## config.mk

```make
export PLATFORM = sky130hd
export DESIGN_NAME = radix_string_to_integer_unit
export DESIGN_NICKNAME = d
export VERILOG_FILES = /design/src/rtl/rsi_pkg.sv /design/src/rtl/rsi_front.sv /design/src/rtl/rsi_queue.sv /design/src/rtl/rsi_back.sv /design/src/rtl/radix_string_to_integer_unit.sv
export SDC_FILE = /design/constraint.sdc
export NUM_CORES = 1
export LEC_CHECK = 0
export BUFFER_PORTS_ARGS = -buffer_cell sky130_fd_sc_hd__buf_2
export CORE_ASPECT_RATIO = 2
export CORE_MARGIN = 5
export CORE_UTILIZATION = 64
export DETAILED_ROUTE_END_ITERATION = 10
export PLACE_DENSITY = 0.82
export SLEW_MARGIN = 20
export SYNTH_ARGS = -nofsm -noshare
export SYNTH_HDL_FRONTEND = slang
export SYNTH_SLANG_ARGS = --single-unit
export TNS_END_PERCENT = 10
```

## constraint.sdc

```tcl
create_clock -name clk -period 6.1 [get_ports clk]
set_input_delay 1.83 -clock clk [delete_from_list [all_inputs] [get_ports clk]]
set_output_delay 1.83 -clock clk [all_outputs]
set_load 0.05 [all_outputs]
```

## src/rtl/rsi_pkg.sv

```systemverilog
package rsi_pkg;

  localparam int unsigned QDEPTH = 4;
  localparam int unsigned QAW    = $clog2(QDEPTH);

  localparam int unsigned CHAR_W  = 16;
  localparam int unsigned VALUE_W = 64;
  localparam int unsigned RADIX_W = 6;
  localparam int unsigned DIGIT_W = 6;

  localparam logic [RADIX_W-1:0] RADIX_RESET = 6'd10;
  localparam logic [RADIX_W-1:0] RADIX_MIN   = 6'd2;
  localparam logic [RADIX_W-1:0] RADIX_MAX   = 6'd36;
  localparam logic [RADIX_W-1:0] RADIX_DEC   = 6'd10;
  localparam logic [RADIX_W-1:0] RADIX_HEXMAX = 6'd33;

  localparam logic [CHAR_W-1:0] CH_NUL   = 16'h0000;
  localparam logic [CHAR_W-1:0] CH_ZERO  = 16'h0030;
  localparam logic [CHAR_W-1:0] CH_NINE  = 16'h0039;
  localparam logic [CHAR_W-1:0] CH_UA    = 16'h0041;
  localparam logic [CHAR_W-1:0] CH_UZ    = 16'h005A;
  localparam logic [CHAR_W-1:0] CH_LA    = 16'h0061;
  localparam logic [CHAR_W-1:0] CH_LZ    = 16'h007A;
  localparam logic [CHAR_W-1:0] CH_LX    = 16'h0078;
  localparam logic [CHAR_W-1:0] CH_UX    = 16'h0058;
  localparam logic [CHAR_W-1:0] CH_MINUS = 16'h002D;
  localparam logic [CHAR_W-1:0] CH_PLUS  = 16'h002B;

  typedef enum logic {
    REG_RADIX  = 1'b0,
    REG_SIGNED = 1'b1
  } reg_idx_t;

  typedef enum logic [1:0] {
    PH_SPACE  = 2'd0,
    PH_DIGITS = 2'd1,
    PH_FROZEN = 2'd2
  } phase_t;

  typedef struct packed {
    logic [RADIX_W-1:0] radix;
    logic               signed_mode;
  } cfg_t;

  typedef struct packed {
    logic               term;
    logic               space;
    logic               minus;
    logic               plus;
    logic               zero_pfx;
    logic               is_x;
    logic               dig_ok;
    logic [DIGIT_W-1:0] digit;
  } cls_t;

  typedef struct packed {
    logic pop;
    logic term_pop;
  } back_stat_t;

endpackage

```

## src/rtl/rsi_front.sv

```systemverilog
module rsi_front (
  input  logic                              in_valid,
  output logic                              in_stall,
  input  logic [rsi_pkg::CHAR_W-1:0]        in_char_code,
  input  rsi_pkg::cfg_t                     cfg,
  input  logic                              q_full,
  output logic                              push,
  output rsi_pkg::cls_t                     push_cls
);

  logic [rsi_pkg::CHAR_W-1:0]  c;
  logic                        is_num;
  logic                        is_up;
  logic                        is_lo;
  logic [rsi_pkg::CHAR_W-1:0]  dig_wide;

  assign c        = in_char_code;
  assign in_stall = q_full;
  assign push     = in_valid && !q_full;

  always_comb begin
    is_num = (c >= rsi_pkg::CH_ZERO) && (c <= rsi_pkg::CH_NINE);
    is_up  = (c >= rsi_pkg::CH_UA) && (c <= rsi_pkg::CH_UZ);
    is_lo  = (c >= rsi_pkg::CH_LA) && (c <= rsi_pkg::CH_LZ);
    if (is_num) begin
      dig_wide = c - rsi_pkg::CH_ZERO;
    end else if (is_up) begin
      dig_wide = c - rsi_pkg::CH_UA + 16'd10;
    end else begin
      dig_wide = c - rsi_pkg::CH_LA + 16'd10;
    end

    push_cls.term  = (c == rsi_pkg::CH_NUL);
    push_cls.space = ((c >= 16'h0009) && (c <= 16'h000D)) ||
                     ((c >= 16'h001C) && (c <= 16'h0020)) ||
                     (c == 16'h1680) ||
                     ((c >= 16'h2000) && (c <= 16'h2006)) ||
                     ((c >= 16'h2008) && (c <= 16'h200A)) ||
                     (c == 16'h2028) || (c == 16'h2029) ||
                     (c == 16'h205F) || (c == 16'h3000);
    push_cls.minus = (c == rsi_pkg::CH_MINUS);
    push_cls.plus  = (c == rsi_pkg::CH_PLUS);
    push_cls.zero_pfx = (c == rsi_pkg::CH_ZERO) && !cfg.signed_mode &&
                        (cfg.radix > rsi_pkg::RADIX_DEC) &&
                        (cfg.radix <= rsi_pkg::RADIX_HEXMAX);
    push_cls.is_x  = (c == rsi_pkg::CH_LX) || (c == rsi_pkg::CH_UX);
    push_cls.digit = dig_wide[rsi_pkg::DIGIT_W-1:0];
    push_cls.dig_ok = (is_num || is_up || is_lo) &&
                      (dig_wide[rsi_pkg::DIGIT_W-1:0] < cfg.radix);
  end

endmodule

```

## src/rtl/rsi_queue.sv

```systemverilog
module rsi_queue (
  input  logic                 clk,
  input  logic                 rst_n,
  input  logic                 push,
  input  rsi_pkg::cls_t        push_cls,
  input  logic                 pop,
  output rsi_pkg::cls_t        head_cls,
  output logic                 empty,
  output logic                 full,
  output logic [rsi_pkg::QAW:0] count
);

  rsi_pkg::cls_t               mem_r [rsi_pkg::QDEPTH];
  logic [rsi_pkg::QAW-1:0]     wptr_r;
  logic [rsi_pkg::QAW-1:0]     wptr_nxt;
  logic [rsi_pkg::QAW-1:0]     rptr_r;
  logic [rsi_pkg::QAW-1:0]     rptr_nxt;
  logic [rsi_pkg::QAW:0]       count_r;
  logic [rsi_pkg::QAW:0]       count_nxt;

  assign empty    = (count_r == '0);
  assign full     = (count_r == (rsi_pkg::QAW+1)'(rsi_pkg::QDEPTH));
  assign count    = count_r;
  assign head_cls = mem_r[rptr_r];

  always_comb begin
    wptr_nxt  = push ? wptr_r + 1'b1 : wptr_r;
    rptr_nxt  = pop ? rptr_r + 1'b1 : rptr_r;
    count_nxt = count_r + (rsi_pkg::QAW+1)'(push) - (rsi_pkg::QAW+1)'(pop);
  end

  always_ff @(posedge clk) begin
    if (!rst_n) begin
      wptr_r  <= '0;
      rptr_r  <= '0;
      count_r <= '0;
    end else begin
      wptr_r  <= wptr_nxt;
      rptr_r  <= rptr_nxt;
      count_r <= count_nxt;
    end
  end

  always_ff @(posedge clk) begin
    if (push) begin
      mem_r[wptr_r] <= push_cls;
    end
  end

endmodule

```

## src/rtl/rsi_back.sv

```systemverilog
module rsi_back (
  input  logic                          clk,
  input  logic                          rst_n,
  input  rsi_pkg::cfg_t                 cfg,
  input  logic                          q_empty,
  input  rsi_pkg::cls_t                 head_cls,
  output logic                          pop,
  output rsi_pkg::back_stat_t           stat,
  output logic                          out_valid,
  input  logic                          out_stall,
  output logic [rsi_pkg::VALUE_W-1:0]   out_value
);

  rsi_pkg::phase_t              phase_r;
  rsi_pkg::phase_t              phase_nxt;
  logic [rsi_pkg::VALUE_W-1:0]  acc_r;
  logic [rsi_pkg::VALUE_W-1:0]  acc_nxt;
  logic                         neg_r;
  logic                         neg_nxt;
  logic                         lz_r;
  logic                         lz_nxt;
  logic                         out_valid_r;
  logic                         out_valid_nxt;
  logic [rsi_pkg::VALUE_W-1:0]  out_value_r;
  logic [rsi_pkg::VALUE_W-1:0]  out_value_nxt;
  logic [rsi_pkg::VALUE_W-1:0]  mac;
  logic [rsi_pkg::VALUE_W-1:0]  result;
  logic                         take;
  logic                         term_pop;

  assign pop = !q_empty && (!head_cls.term || !out_valid_r || !out_stall);
  assign term_pop      = pop && head_cls.term;
  assign stat.pop      = pop;
  assign stat.term_pop = term_pop;
  assign out_valid     = out_valid_r;
  assign out_value     = out_value_r;

  assign mac = acc_r * rsi_pkg::VALUE_W'(cfg.radix) + rsi_pkg::VALUE_W'(head_cls.digit);

  always_comb begin
    take = 1'b0;
    unique case (phase_r)
      rsi_pkg::PH_SPACE: begin
        take = !head_cls.space &&
               !(cfg.signed_mode && (head_cls.minus || head_cls.plus)) &&
               !head_cls.zero_pfx;
      end
      rsi_pkg::PH_DIGITS: begin
        take = !(lz_r && head_cls.is_x);
      end
      default: begin
        take = 1'b0;
      end
    endcase
  end

  always_comb begin
    phase_nxt = phase_r;
    if (pop) begin
      if (head_cls.term) begin
        phase_nxt = rsi_pkg::PH_SPACE;
      end else if (take) begin
        phase_nxt = head_cls.dig_ok ? rsi_pkg::PH_DIGITS : rsi_pkg::PH_FROZEN;
      end else if (phase_r == rsi_pkg::PH_SPACE && !head_cls.space) begin
        phase_nxt = rsi_pkg::PH_DIGITS;
      end
    end
  end

  always_comb begin
    acc_nxt = acc_r;
    neg_nxt = neg_r;
    lz_nxt  = lz_r;
    result  = acc_r;
    if (cfg.signed_mode && neg_r) begin
      result = '0 - acc_r;
    end
    if (cfg.radix < rsi_pkg::RADIX_MIN || cfg.radix > rsi_pkg::RADIX_MAX) begin
      result = '0;
    end
    out_value_nxt = term_pop ? result : out_value_r;
    out_valid_nxt = term_pop || (out_valid_r && out_stall);
    if (pop) begin
      if (head_cls.term) begin
        acc_nxt = '0;
        neg_nxt = 1'b0;
        lz_nxt  = 1'b0;
      end else begin
        if (phase_r == rsi_pkg::PH_DIGITS) begin
          lz_nxt = 1'b0;
        end
        if (phase_r == rsi_pkg::PH_SPACE && !head_cls.space) begin
          if (cfg.signed_mode && head_cls.minus) begin
            neg_nxt = 1'b1;
          end else if (!cfg.signed_mode && head_cls.zero_pfx) begin
            lz_nxt = 1'b1;
          end
        end
        if (take && head_cls.dig_ok) begin
          acc_nxt = mac;
        end
      end
    end
  end

  always_ff @(posedge clk) begin
    if (!rst_n) begin
      phase_r     <= rsi_pkg::PH_SPACE;
      acc_r       <= '0;
      neg_r       <= 1'b0;
      lz_r        <= 1'b0;
      out_valid_r <= 1'b0;
    end else begin
      phase_r     <= phase_nxt;
      acc_r       <= acc_nxt;
      neg_r       <= neg_nxt;
      lz_r        <= lz_nxt;
      out_valid_r <= out_valid_nxt;
    end
  end

  always_ff @(posedge clk) begin
    out_value_r <= out_value_nxt;
  end

endmodule

```

## src/rtl/radix_string_to_integer_unit.sv

```systemverilog
// Parses a stream of UTF-16 code units, one per beat, into a 64-bit integer in the base
// held in the radix register, and returns one result beat for every terminating zero code
// unit. A code unit is taken every cycle unless the queue is full: the front part
// classifies it and writes it into a four-entry queue in the same cycle, and the back
// part retires one entry per cycle unless the queue is empty or a terminator is held,
// with a single 64-bit by 6-bit multiply-accumulate, which sets the rate of one code
// unit per clock. A result is registered as its terminator leaves the queue, and a
// terminator waits there while the output register still holds an untaken result.
// Configuration writes are always accepted and should be made while no string is in flight.
module radix_string_to_integer_unit (
  input  logic                             clk,
  input  logic                             rst_n,
  input  logic                             in_valid,
  output logic                             in_stall,
  input  logic [rsi_pkg::CHAR_W-1:0]       in_char_code,
  output logic                             out_valid,
  input  logic                             out_stall,
  output logic [rsi_pkg::VALUE_W-1:0]      out_value,
  input  logic                             cfg_valid,
  output logic                             cfg_ready,
  input  logic                             cfg_index,
  input  logic [rsi_pkg::RADIX_W-1:0]      cfg_data
);

  rsi_pkg::cfg_t              cfg_r;
  rsi_pkg::cfg_t              cfg_nxt;
  logic                       push;
  rsi_pkg::cls_t              push_cls;
  rsi_pkg::cls_t              head_cls;
  logic                       q_empty;
  logic                       q_full;
  logic [rsi_pkg::QAW:0]      q_count;
  logic                       pop;
  rsi_pkg::back_stat_t        stat;

  assign cfg_ready = 1'b1;

  always_comb begin
    cfg_nxt = cfg_r;
    if (cfg_valid && cfg_ready) begin
      case (rsi_pkg::reg_idx_t'(cfg_index))
        rsi_pkg::REG_RADIX:  cfg_nxt.radix = cfg_data;
        rsi_pkg::REG_SIGNED: cfg_nxt.signed_mode = cfg_data[0];
        default: cfg_nxt = cfg_r;
      endcase
    end
  end

  always_ff @(posedge clk) begin
    if (!rst_n) begin
      cfg_r.radix       <= rsi_pkg::RADIX_RESET;
      cfg_r.signed_mode <= 1'b0;
    end else begin
      cfg_r <= cfg_nxt;
    end
  end

  rsi_front u_front (
    .in_valid     (in_valid),
    .in_stall     (in_stall),
    .in_char_code (in_char_code),
    .cfg          (cfg_r),
    .q_full       (q_full),
    .push         (push),
    .push_cls     (push_cls)
  );

  rsi_queue u_queue (
    .clk      (clk),
    .rst_n    (rst_n),
    .push     (push),
    .push_cls (push_cls),
    .pop      (pop),
    .head_cls (head_cls),
    .empty    (q_empty),
    .full     (q_full),
    .count    (q_count)
  );

  rsi_back u_back (
    .clk       (clk),
    .rst_n     (rst_n),
    .cfg       (cfg_r),
    .q_empty   (q_empty),
    .head_cls  (head_cls),
    .pop       (pop),
    .stat      (stat),
    .out_valid (out_valid),
    .out_stall (out_stall),
    .out_value (out_value)
  );

  a_pop_nonempty: assert property (@(posedge clk) disable iff (!rst_n)
    stat.pop |-> q_count != '0)
    else $error("queue popped while empty");

  a_push_room: assert property (@(posedge clk) disable iff (!rst_n)
    push |-> q_count != (rsi_pkg::QAW+1)'(rsi_pkg::QDEPTH))
    else $error("queue written while full");

  a_term_result: assert property (@(posedge clk) disable iff (!rst_n)
    stat.term_pop |=> out_valid)
    else $error("terminator retired without a result beat");

  a_term_slot: assert property (@(posedge clk) disable iff (!rst_n)
    stat.term_pop |-> !(out_valid && out_stall))
    else $error("result overwritten while stalled");

endmodule

```

# --- Word level (Yosys, flattened, before mapping) ---
# Memory sizes are Yosys's and may differ from the RTL's. A register that Yosys moved wholly into a read port is not among the register bits.
# Index checks and enable logic that the tools add are counted.
totals:
  register_bits: 147
  latchBits: 0
  mem_bits_rw: 52
  mem_bits_ro: 0
  input_bits: 28
  output_inout_bits: 67
  word_cells: 140
  memories: 1
mem_list:
  columns: ["name", "words", "word_bits", "rd", "rd_clocked_by_memory_dff", "write_ports", "line", "text"]
  rows:
  - ["u_queue.mem_r", 4, 13, 1, 1, 1, "rsi_queue.sv:13", "rsi_pkg::cls_t mem_r [rsi_pkg::QDEPTH];"]
op_classes:
  n_addsub: 11
  n_mul: 1
  div_mod_pow: 0
  order_cmp: 19
  n_eq_ne: 12
  shifts: 0
  mux: 22
  bitwise_logic: 1
  n_reduce_logical: 62
op_table:
  columns: ["op", "n"]
  rows:
  - ["2-to-1 mux 64 bit", 3]
  - ["adder 64 x 6 -> 64 bit", 1]
  - ["equality test 16 x 14 -> 1 bit, second input constant", 4]
  - ["multiplier 64 x 6 -> 64 bit", 1]
  - ["subtractor 1 x 64 -> 64 bit, first input constant", 1]
  - ["equality test 16 x 6 -> 1 bit, second input constant", 3]
  - ["equality test 16 x 7 -> 1 bit, second input constant", 2]
  - [">= comparator 16 x 14 -> 1 bit, second input constant", 2]
  - [">= comparator 16 x 7 -> 1 bit, second input constant", 2]
  - ["<= comparator 16 x 14 -> 1 bit, second input constant", 2]
  - ["<= comparator 16 x 6 -> 1 bit, second input constant", 2]
  - ["<= comparator 16 x 7 -> 1 bit, second input constant", 2]
  - ["logical AND 1 bit", 24]
  - ["equality test 16 x 13 -> 1 bit, second input constant", 1]
  - [">= comparator 16 x 4 -> 1 bit, second input constant", 1]
  - [">= comparator 16 x 5 -> 1 bit, second input constant", 1]
  - [">= comparator 16 x 6 -> 1 bit, second input constant", 1]
  - ["<= comparator 16 x 4 -> 1 bit, second input constant", 1]
  - ["zero test 16 bit", 1]
  - ["logical OR 1 bit", 16]
  - ["adder 6 x 4 -> 6 bit, second input constant", 2]
  - ["2-to-1 mux 2 bit", 6]
  - ["2-to-1 mux 6 bit", 2]
  - ["subtractor 6 bit, second input constant", 2]
  - ["21 further kinds", 45]

# --- Longest topological paths before layout ---
# Gate-level depths: netlist of run 1.
logic_depth:
  ltp_word: 10
  depth_mapped: 21
  depth_no_buf: 20

# --- Hierarchy ---
# From an unflattened synthesis of run 1, not the netlist that was laid out.
hier_totals:
  cells_unflattened: 2279
  area_unflattened_um2: 21937.3
by_module_without_submodules:
  columns: ["module", "instances", "cells_per_inst", "area_per_inst_um2", "seq_area_each_um2"]
  rows:
  - ["rsi_back", 1, 2009, 18451.4, 3303.2]
  - ["rsi_queue", 1, 110, 2324.7, 1741.7]
  - ["rsi_front", 1, 127, 854.6, 0.0]
  - ["radix_string_to_integer_unit", 1, 33, 306.5, 140.1]

# --- Worst setup path after synthesis of run 1 ---
# No wires, ideal clock.
synth_path:
  kind: "reg2reg"
  start: "register cfg_r[3] (netlist name)"
  end: "register u_back.acc_r[62] (netlist name)"
  t_arrival_ps: 5141
  t_required_ps: 5971
  path_slack_ps: 830
  path_stages_with_launch: 20
  path_buffers: 4
  cell_sequence: "dfxtp_1 -> clkbuf_1 -> clkbuf_1 -> clkbuf_1 -> and2_1 -> fa_1 -> fa_1 -> fa_1 -> ha_1 -> ha_1 -> clkbuf_1 -> a21oi_1 -> o21ai_0 -> a221oi_1 -> o21ai_0 -> a221oi_1 -> a21oi_1 -> a311oi_2 -> xor2_1 -> o21ai_0"
synth_between:
  elab_chain_len: 4
synth_rtl:
  columns: ["element", "line", "text"]
  rows:
  - ["from (decl)", "radix_string_to_integer_unit.sv:25", "rsi_pkg::cfg_t cfg_r;"]
  - ["from (signal assigned)", "radix_string_to_integer_unit.sv:54", "cfg_r <= cfg_nxt;"]
  - ["multiplier 64 x 6 -> 64 bit", "rsi_back.sv:38", "assign mac = acc_r * rsi_pkg::VALUE_W'(cfg.radix) + rsi_pkg::VALUE_W'(head_cls.digit);"]
  - ["adder 64 x 6 -> 64 bit", "rsi_back.sv:38", null]
  - ["2-to-1 mux 64 bit", "rsi_back.sv:99", "if (take && head_cls.dig_ok) begin"]
  - ["2-to-1 mux 64 bit", "rsi_back.sv:84", "if (head_cls.term) begin"]
  - ["to (signal assigned)", "rsi_back.sv:115", "acc_r <= acc_nxt;"]
  - ["to (decl)", "rsi_back.sv:16", "logic [rsi_pkg::VALUE_W-1:0] acc_r;"]
# No other way between the ends. The select of a mux whose other input is x is not followed.
# A chain may end at the register's enable or synchronous reset.

# --- Final worst setup path of run 1 ---
layout_path:
  start: "register cfg_r[1] (netlist name)"
  end: "register u_back.acc_r[34] (netlist name)"
# Same word-level chain as after synthesis.

==> results.py, run 1 <==
metrics = {
    "timing": {
        "setup_viol_count_final": 0,
        "post-route-min-period_ns": 5.83,
        "period_share": 0.956,
        "fin_ws_ns": 0.268,
        "slew_headroom": 0.264,
        "worstMarginPinSlew_ns": 1.10,
        "fmax_mhz": 171,
        "grt_setup_unrepaired": "no",
        "hold_viol": 0,
        "skew_ns": 0.0202,
        "finalSetupTns_ns": 0,
        "slew_viol_final": 0,
    },
    "placed_design": {
        "place.port_buffers": 93,
        "dp_hpwl_um": 46900,
        "place.gp.congestion": 0.957,
        "pre_cts_ws_ns": 0.185,
    },
    "yosys": {
        "yosysSeqAreaShare": 0.237,
        "synth_common_cells": "and2_1, fa_1, nand2_1, nor2_1",
        "synth_area_leaders": "fa_1, edfxtp_1, and2_1",
        "ys_ff_latch": 201,
        "synth_nets": 2734,
        "yosysWarnings": 0,
        "syn_area_um2": 21900,
        "synth_edf_count": 116,
        "synth_most_common_cell": "and2_1",
        "async_flop_share": 0,
        "synth.distinct_cells": 87,
        "synth_ff_type": "edfxtp_1",
        "syn_inst": 2315,
        "synth_area_leader_cell": "fa_1",
        "syn_avg_cell_area_um2": 9.46,
        "synth_top_area_frac": 0.220,
    },
    "power_and_ir_drop": {
        "p_leak_nw": 11.1,
        "power_w": 0.00578,
        "p_per_area_nw_per_um2": 248,
        "vdd_ir_drop_max_mv": 0.392,
    },
    "clocking": {
        "clockBufferDepth": 3,
        "path_clk_slew_ns": 0.07,
        "cts-root-buf": "clkbuf_16",
        "cts_buffers": 21,
        "cts.sinks": 201,
        "cts_tree": "yes",
        "hold_buffers": 0,
        "htreeDepth": 1,
        "clk_latency_ns": 0.54,
    },
    "cells_and_area": {
        "syn_to_final_growth_pct": 6.25,
        "diodes": 0,
        "fin_nets": 2714,
        "final_layout_size_suffix_gt1_frac": 0.0913,
    },
    "global_routing": {
        "grt-ovfl-total": 0,
        "grt_antenna_before_repair": 0,
        "grt_usage": 0.322,
        "grt_max_degree": 68,
        "grt_pass1_wl_um": 97900,
        "grt_pass1_vias": 19100,
    },
    "worst_setup_path": {
        "cp.arrival_ns": 6.27,
        "start_kind": "register",
        "critPathSlowestCell": "nor4_1",
        "cp_max_fo": 30,
        "critPathLaunch": "cfg_r[1]",
        "crit_required_ns": 6.54,
        "endpoint_kind": "register",
        "reg2reg_slack_ns": 0.27,
        "r2r_start": "cfg_r[1]",
        "cp_slowest_stage_delay_ns": 0.61,
        "path_cells": "and2_1 -> fa_1 -> inv_1 -> fa_1 -> inv_1 -> fa_1 -> inv_1 -> fa_1 -> inv_1 -> ha_1 -> a21oi_1 -> nor3_1 -> a211oi_2 -> o31ai_2 -> o21ai_0 -> nor4_1 -> a21oi_1 -> xor2_1 -> o21ai_0",
        "path_class": "register to register",
    },
    "routing": {
        "viasPerCell": 6.31,
        "final_antenna_net_count": 0,
        "drt_iter0_drc": 1134,
        "drtPass1Iterations": 8,
        "drcViolationCount": 0,
        "vias": 17400,
        "wl_um": 60700,
        "route.detailed.wl_per_inst_um": 22.1,
    },
    "hold_path": {
        "holdCritStartpoint": "u_back.acc_r[63]",
        "hold_path_class": "register to register",
    },
    "floorplan": {
        "fp.dieW_um": 141,
        "core_area_um2": 34100,
        "ios": 95,
        "rows": 96,
        "start_util": 0.642,
        "dieArea_um2": 38300,
        "die_h_um": 272,
    },
    "job": {
        "maxCapViolCount": 0,
    },
    "status": {
        "status": "completed",
    },
}
==> sequential cells by signal, summed over array words and instances, names as in the netlist, named ones only <==
signal	cells
u_queue.wptr_r	2
u_back.out_valid	1
u_queue.count	3
u_back.neg_r	1
u_back.out_value	64
cfg_r	7
u_back.phase_r	2
u_queue.mem_r	52
u_back.acc_r	64
u_queue.rptr_r	2
u_back.lz_r	1
==> worst max-delay path: cells and delay by family, from the launching register on <==
family | cells | cell delay, ns
AND/OR/NAND/NOR | 3 | 1.12
flip-flops | 1 | 0.52
buffers and inverters | 4 | 0.20
AO/OA/AOI/OAI | 6 | 1.33
adder cells (fa/ha/maj) | 5 | 2.40
XOR/XNOR | 1 | 0.16
==> path summary, 6_finish.rpt <==
path,endpoint,cells past startpoint
worst min register to register,u_back.acc_r[63],2
worst max register to register,u_back.acc_r[34],19
worst max-delay path,u_back.acc_r[34],19
worst min-delay path,u_back.acc_r[63],2
==> layout make-up <==
cell class	instances	area, µm²
multi-input combinational	1843	15700
inverter	101	379
tap	441	552
fill	2773	10800
clock inverter	14	133
timing repair buffer	127	746
sequential	201	5190
clock buffer	24	578
==> layout by cell type (no fill, tap or decap), drive strengths merged, types with 24 or more instances in the layout <==
cell / instances
inv: 104
nor2b: 48
dfxtp: 85
xnor2: 78
edfxtp: 116
nor3: 30
a22oi: 29
a21oi: 116
and2: 343
nand2: 165
nand3: 34
xor2: 54
a21o: 42
fa: 241
clkbuf: 24
o21ai: 106
nand4: 28
buf: 127
ha: 150
nor2: 152
==> power by group <==
part	switching (W)	leakage (nW)	internal, W
registers	0.000159	1.80	0.00170
logic	0.00185	8.91	0.000709
clock network	0.000622	0.341	0.000740
==> layer usage <==
metal  wire length [µm]  GRT usage  vias to the layer above  part of all wire
met4               5250      0.236                        0             0.086
met5                  0          0                        -                 0
met3               2790     0.0349                      275             0.046
met1              19700      0.322                     8568              0.32
met2              33000      0.600                      705              0.54
li1                   -          -                     7815                 -
==> through the flow <==
stage	std cells	hold WS, ns	utilization	area (µm²)
finish	2751	0.502	0.682	23300
global route	2751	0.531	0.682	23300
CTS	2751	0.499	0.682	23300
detailed placement	2713	0.489	0.661	22600
global placement	2713	0.472	0.661	22600
floorplan	2315	0.459	-	21900
==> kinds of logic (layout without fill, tap and decap cells) <==
logic type                 after synthesis  count (layout)  share of synthesized area
adders and majority gates              391             391                      0.306
DFF                                    201             201                      0.237
AOI/OAI and AO/OA                      416             416                      0.124
other                                    1               1                   0.000171
muxes                                   21              21                     0.0165
and+or+nand+nor                        882             882                      0.216
buffers and inverters                  271             266                     0.0481
xor gates and xnor gates               132             132                     0.0528
==> timing repair <==
action	in CTS	in global routing
gates resized for setup	0	3
setup endpoints to repair	0	11
buffers inserted	0	0
(Power assumes the default switching activity.)
==> inputs of run 2 (changes only) <==
--- a/config.mk
+++ b/config.mk
@@ -8,9 +8,9 @@
 export BUFFER_PORTS_ARGS = -buffer_cell sky130_fd_sc_hd__buf_2
 export CORE_ASPECT_RATIO = 2
 export CORE_MARGIN = 5
-export CORE_UTILIZATION = 64
+export CORE_UTILIZATION = 67
 export DETAILED_ROUTE_END_ITERATION = 10
-export PLACE_DENSITY = 0.82
+export PLACE_DENSITY = 0.86
 export SLEW_MARGIN = 20
 export SYNTH_ARGS = -nofsm -noshare
 export SYNTH_HDL_FRONTEND = slang
==> constraint.sdc (replaced) <==
create_clock -name clk -period 6.8 [get_ports clk]
set_input_delay 2.04 -clock clk [delete_from_list [all_inputs] [get_ports clk]]
set_output_delay 2.04 -clock clk [all_outputs]
set_load 0.05 [all_outputs]
==> results.py, run 2 (synthesis gave the netlist of run 1 again) <==
metrics = {
    "status": {
        "status": "completed",
    },
    "cells_and_area": {
        "final_layout_size_suffix_gt1_frac": 0.0834,
        "fin_nets": 2704,
        "syn_to_final_growth_pct": 5.62,
        "final_cell_mix": "and2_1, fa_1, nand2_1",
        "diodes": 0,
        "fin_util": 0.718,
        "final_common_cell": "and2_1",
    },
    "clocking": {
        "post_cts_resized": 0,
        "cts-root-buf": "clkbuf_16",
        "htreeDepth": 1,
        "cts_tree": "yes",
        "clk_latency_ns": 0.55,
        "post_cts_buffers": 0,
        "hold_buffers": 0,
        "cts_buffers": 22,
        "clockBufferDepth": 3,
        "path_clk_slew_ns": 0.07,
        "cts.sinks": 201,
    },
    "worst_setup_path": {
        "start_kind": "register",
        "path_buf_inv": 1,
        "endpoint_kind": "register",
        "critPathSlowestCell": "dfxtp_1",
        "crit_family": "adder cells",
        "cp.arrival_ns": 6.77,
        "crit_path_frequent_cell": "fa_1",
        "cp_max_fo": 31,
        "crit_required_ns": 7.23,
        "cp_slowest_stage_delay_ns": 0.97,
        "path_cells": "buf_4 -> and2_1 -> fa_1 -> fa_1 -> fa_1 -> ha_1 -> ha_1 -> nand2_1 -> nor3_1 -> and3_1 -> nor3b_1 -> o21ai_0 -> a21oi_1 -> nor3_1 -> o21a_1 -> o31ai_1",
        "path_class": "register to register",
    },
    "timing": {
        "timing.hold.ws_ns": 0.514,
        "worstMarginPinSlew_ns": 1.05,
        "skew_ns": 0.0311,
        "grt_setup_unrepaired": "no",
        "period_share": 0.932,
        "slew_viol_final": 0,
        "hold_viol": 0,
        "slew_headroom": 0.295,
        "setup_viol_count_final": 0,
        "finalSetupTns_ns": 0,
        "post-route-min-period_ns": 6.34,
        "fmax_mhz": 158,
    },
    "floorplan": {
        "fp.dieW_um": 138,
        "ios": 95,
        "rows": 93,
        "dieArea_um2": 36600,
        "start_util": 0.680,
        "die_h_um": 266,
        "core_area_um2": 32200,
    },
    "power_and_ir_drop": {
        "p_per_area_nw_per_um2": 224,
        "power_w": 0.00518,
        "p_leak_nw": 11.0,
        "vdd_ir_drop_max_mv": 0.413,
    },
    "global_routing": {
        "grt_pass1_wl_um": 101000,
        "grt-ovfl-total": 0,
        "grt_pass1_vias": 19000,
        "grt_max_degree": 68,
        "grt_antenna_before_repair": 0,
        "grt_usage": 0.355,
    },
    "placed_design": {
        "dp_hpwl_um": 47700,
        "place.port_buffers": 93,
        "place.gp.congestion": 0.988,
    },
    "routing": {
        "wl_um": 63200,
        "final_antenna_net_count": 0,
        "viasPerCell": 6.50,
        "route.detailed.wl_per_inst_um": 23.2,
        "drcViolationCount": 0,
        "drt_iter0_drc": 1410,
        "drtPass1Iterations": 8,
        "vias": 17700,
    },
    "hold_path": {
        "hold_path_class": "register to register",
    },
    "job": {
        "maxCapViolCount": 0,
    },
}
## run 2: cell count changes in the layout (fill, tap and decap cells not counted), moves of 2 or more
| cell | before | now |
|---|---|---|
| clkinvlp_4 | 4 | 1 |
| clkinv_1 | 1 | 5 |
| buf_12 | 2 | 0 |
| clkbuf_1 | 0 | 4 |
| inv_8 | 2 | 0 |
| clkinv_2 | 3 | 1 |
| buf_4 | 32 | 23 |
## run 2: per-stage QoR
step	std cells	setup WS, ns	instance area (µm²)
2_1_floorplan	2315	1.53	21900
3_5_place_dp	2688	0.626	22400
4_1_cts	2728	0.570	23100
3_3_place_gp	2688	0.664	22400
5_1_grt	2728	0.307	23100
6_report	2728	0.462	23100
## run 2: cell type report
| class | count | area (µm²) |
|---|---|---|
| multi-input combinational | 1843 | 15700 |
| fill | 2436 | 9090 |
| sequential | 201 | 5190 |
| timing repair buffer | 116 | 638 |
| clock buffer | 28 | 604 |
| tap | 427 | 534 |
| inverter | 101 | 379 |
| clock inverter | 12 | 106 |
## run 2: worst paths after layout
| check | startpoint | depth (start not counted) | slack (ns) | end |
|---|---|---|---|---|
| setup / recovery | cfg_r[3] | 16 | 0.46 | u_back.acc_r[56] |
| hold / removal | u_back.acc_r[63] | 2 | 0.51 | u_back.acc_r[63] |
| setup reg to reg | cfg_r[3] | 16 | 0.46 | u_back.acc_r[56] |
| hold reg to reg | u_back.acc_r[63] | 2 | 0.51 | u_back.acc_r[63] |
## run 2: where the power goes
group / leakage [nW] / total [W] / internal, W / switching [W]
Sequential: 1.80 / 0.00169 / 0.00153 / 0.000163
Clock: 0.344 / 0.00122 / 0.000674 / 0.000549
Combinational: 8.85 / 0.00226 / 0.000630 / 0.00163
## run 2: worst min-delay path, delay by kind of cell (launching register included)
kind,cells,cell delay (ns)
AND/OR/NAND/NOR,1,0.07
flip-flops,1,0.35
AO/OA/AOI/OAI,1,0.06
## run 2: routing by layer
| layer | up-vias | track usage | share of wire | routed length, µm |
|---|---|---|---|---|
| met2 | 884 | 0.634 | 0.53 | 33300 |
| met5 | - | 0 | 0 | 0 |
| li1 | 7794 | - | - | - |
| met3 | 322 | 0.0497 | 0.063 | 3960 |
| met4 | 0 | 0.245 | 0.084 | 5290 |
| met1 | 8726 | 0.377 | 0.33 | 20700 |
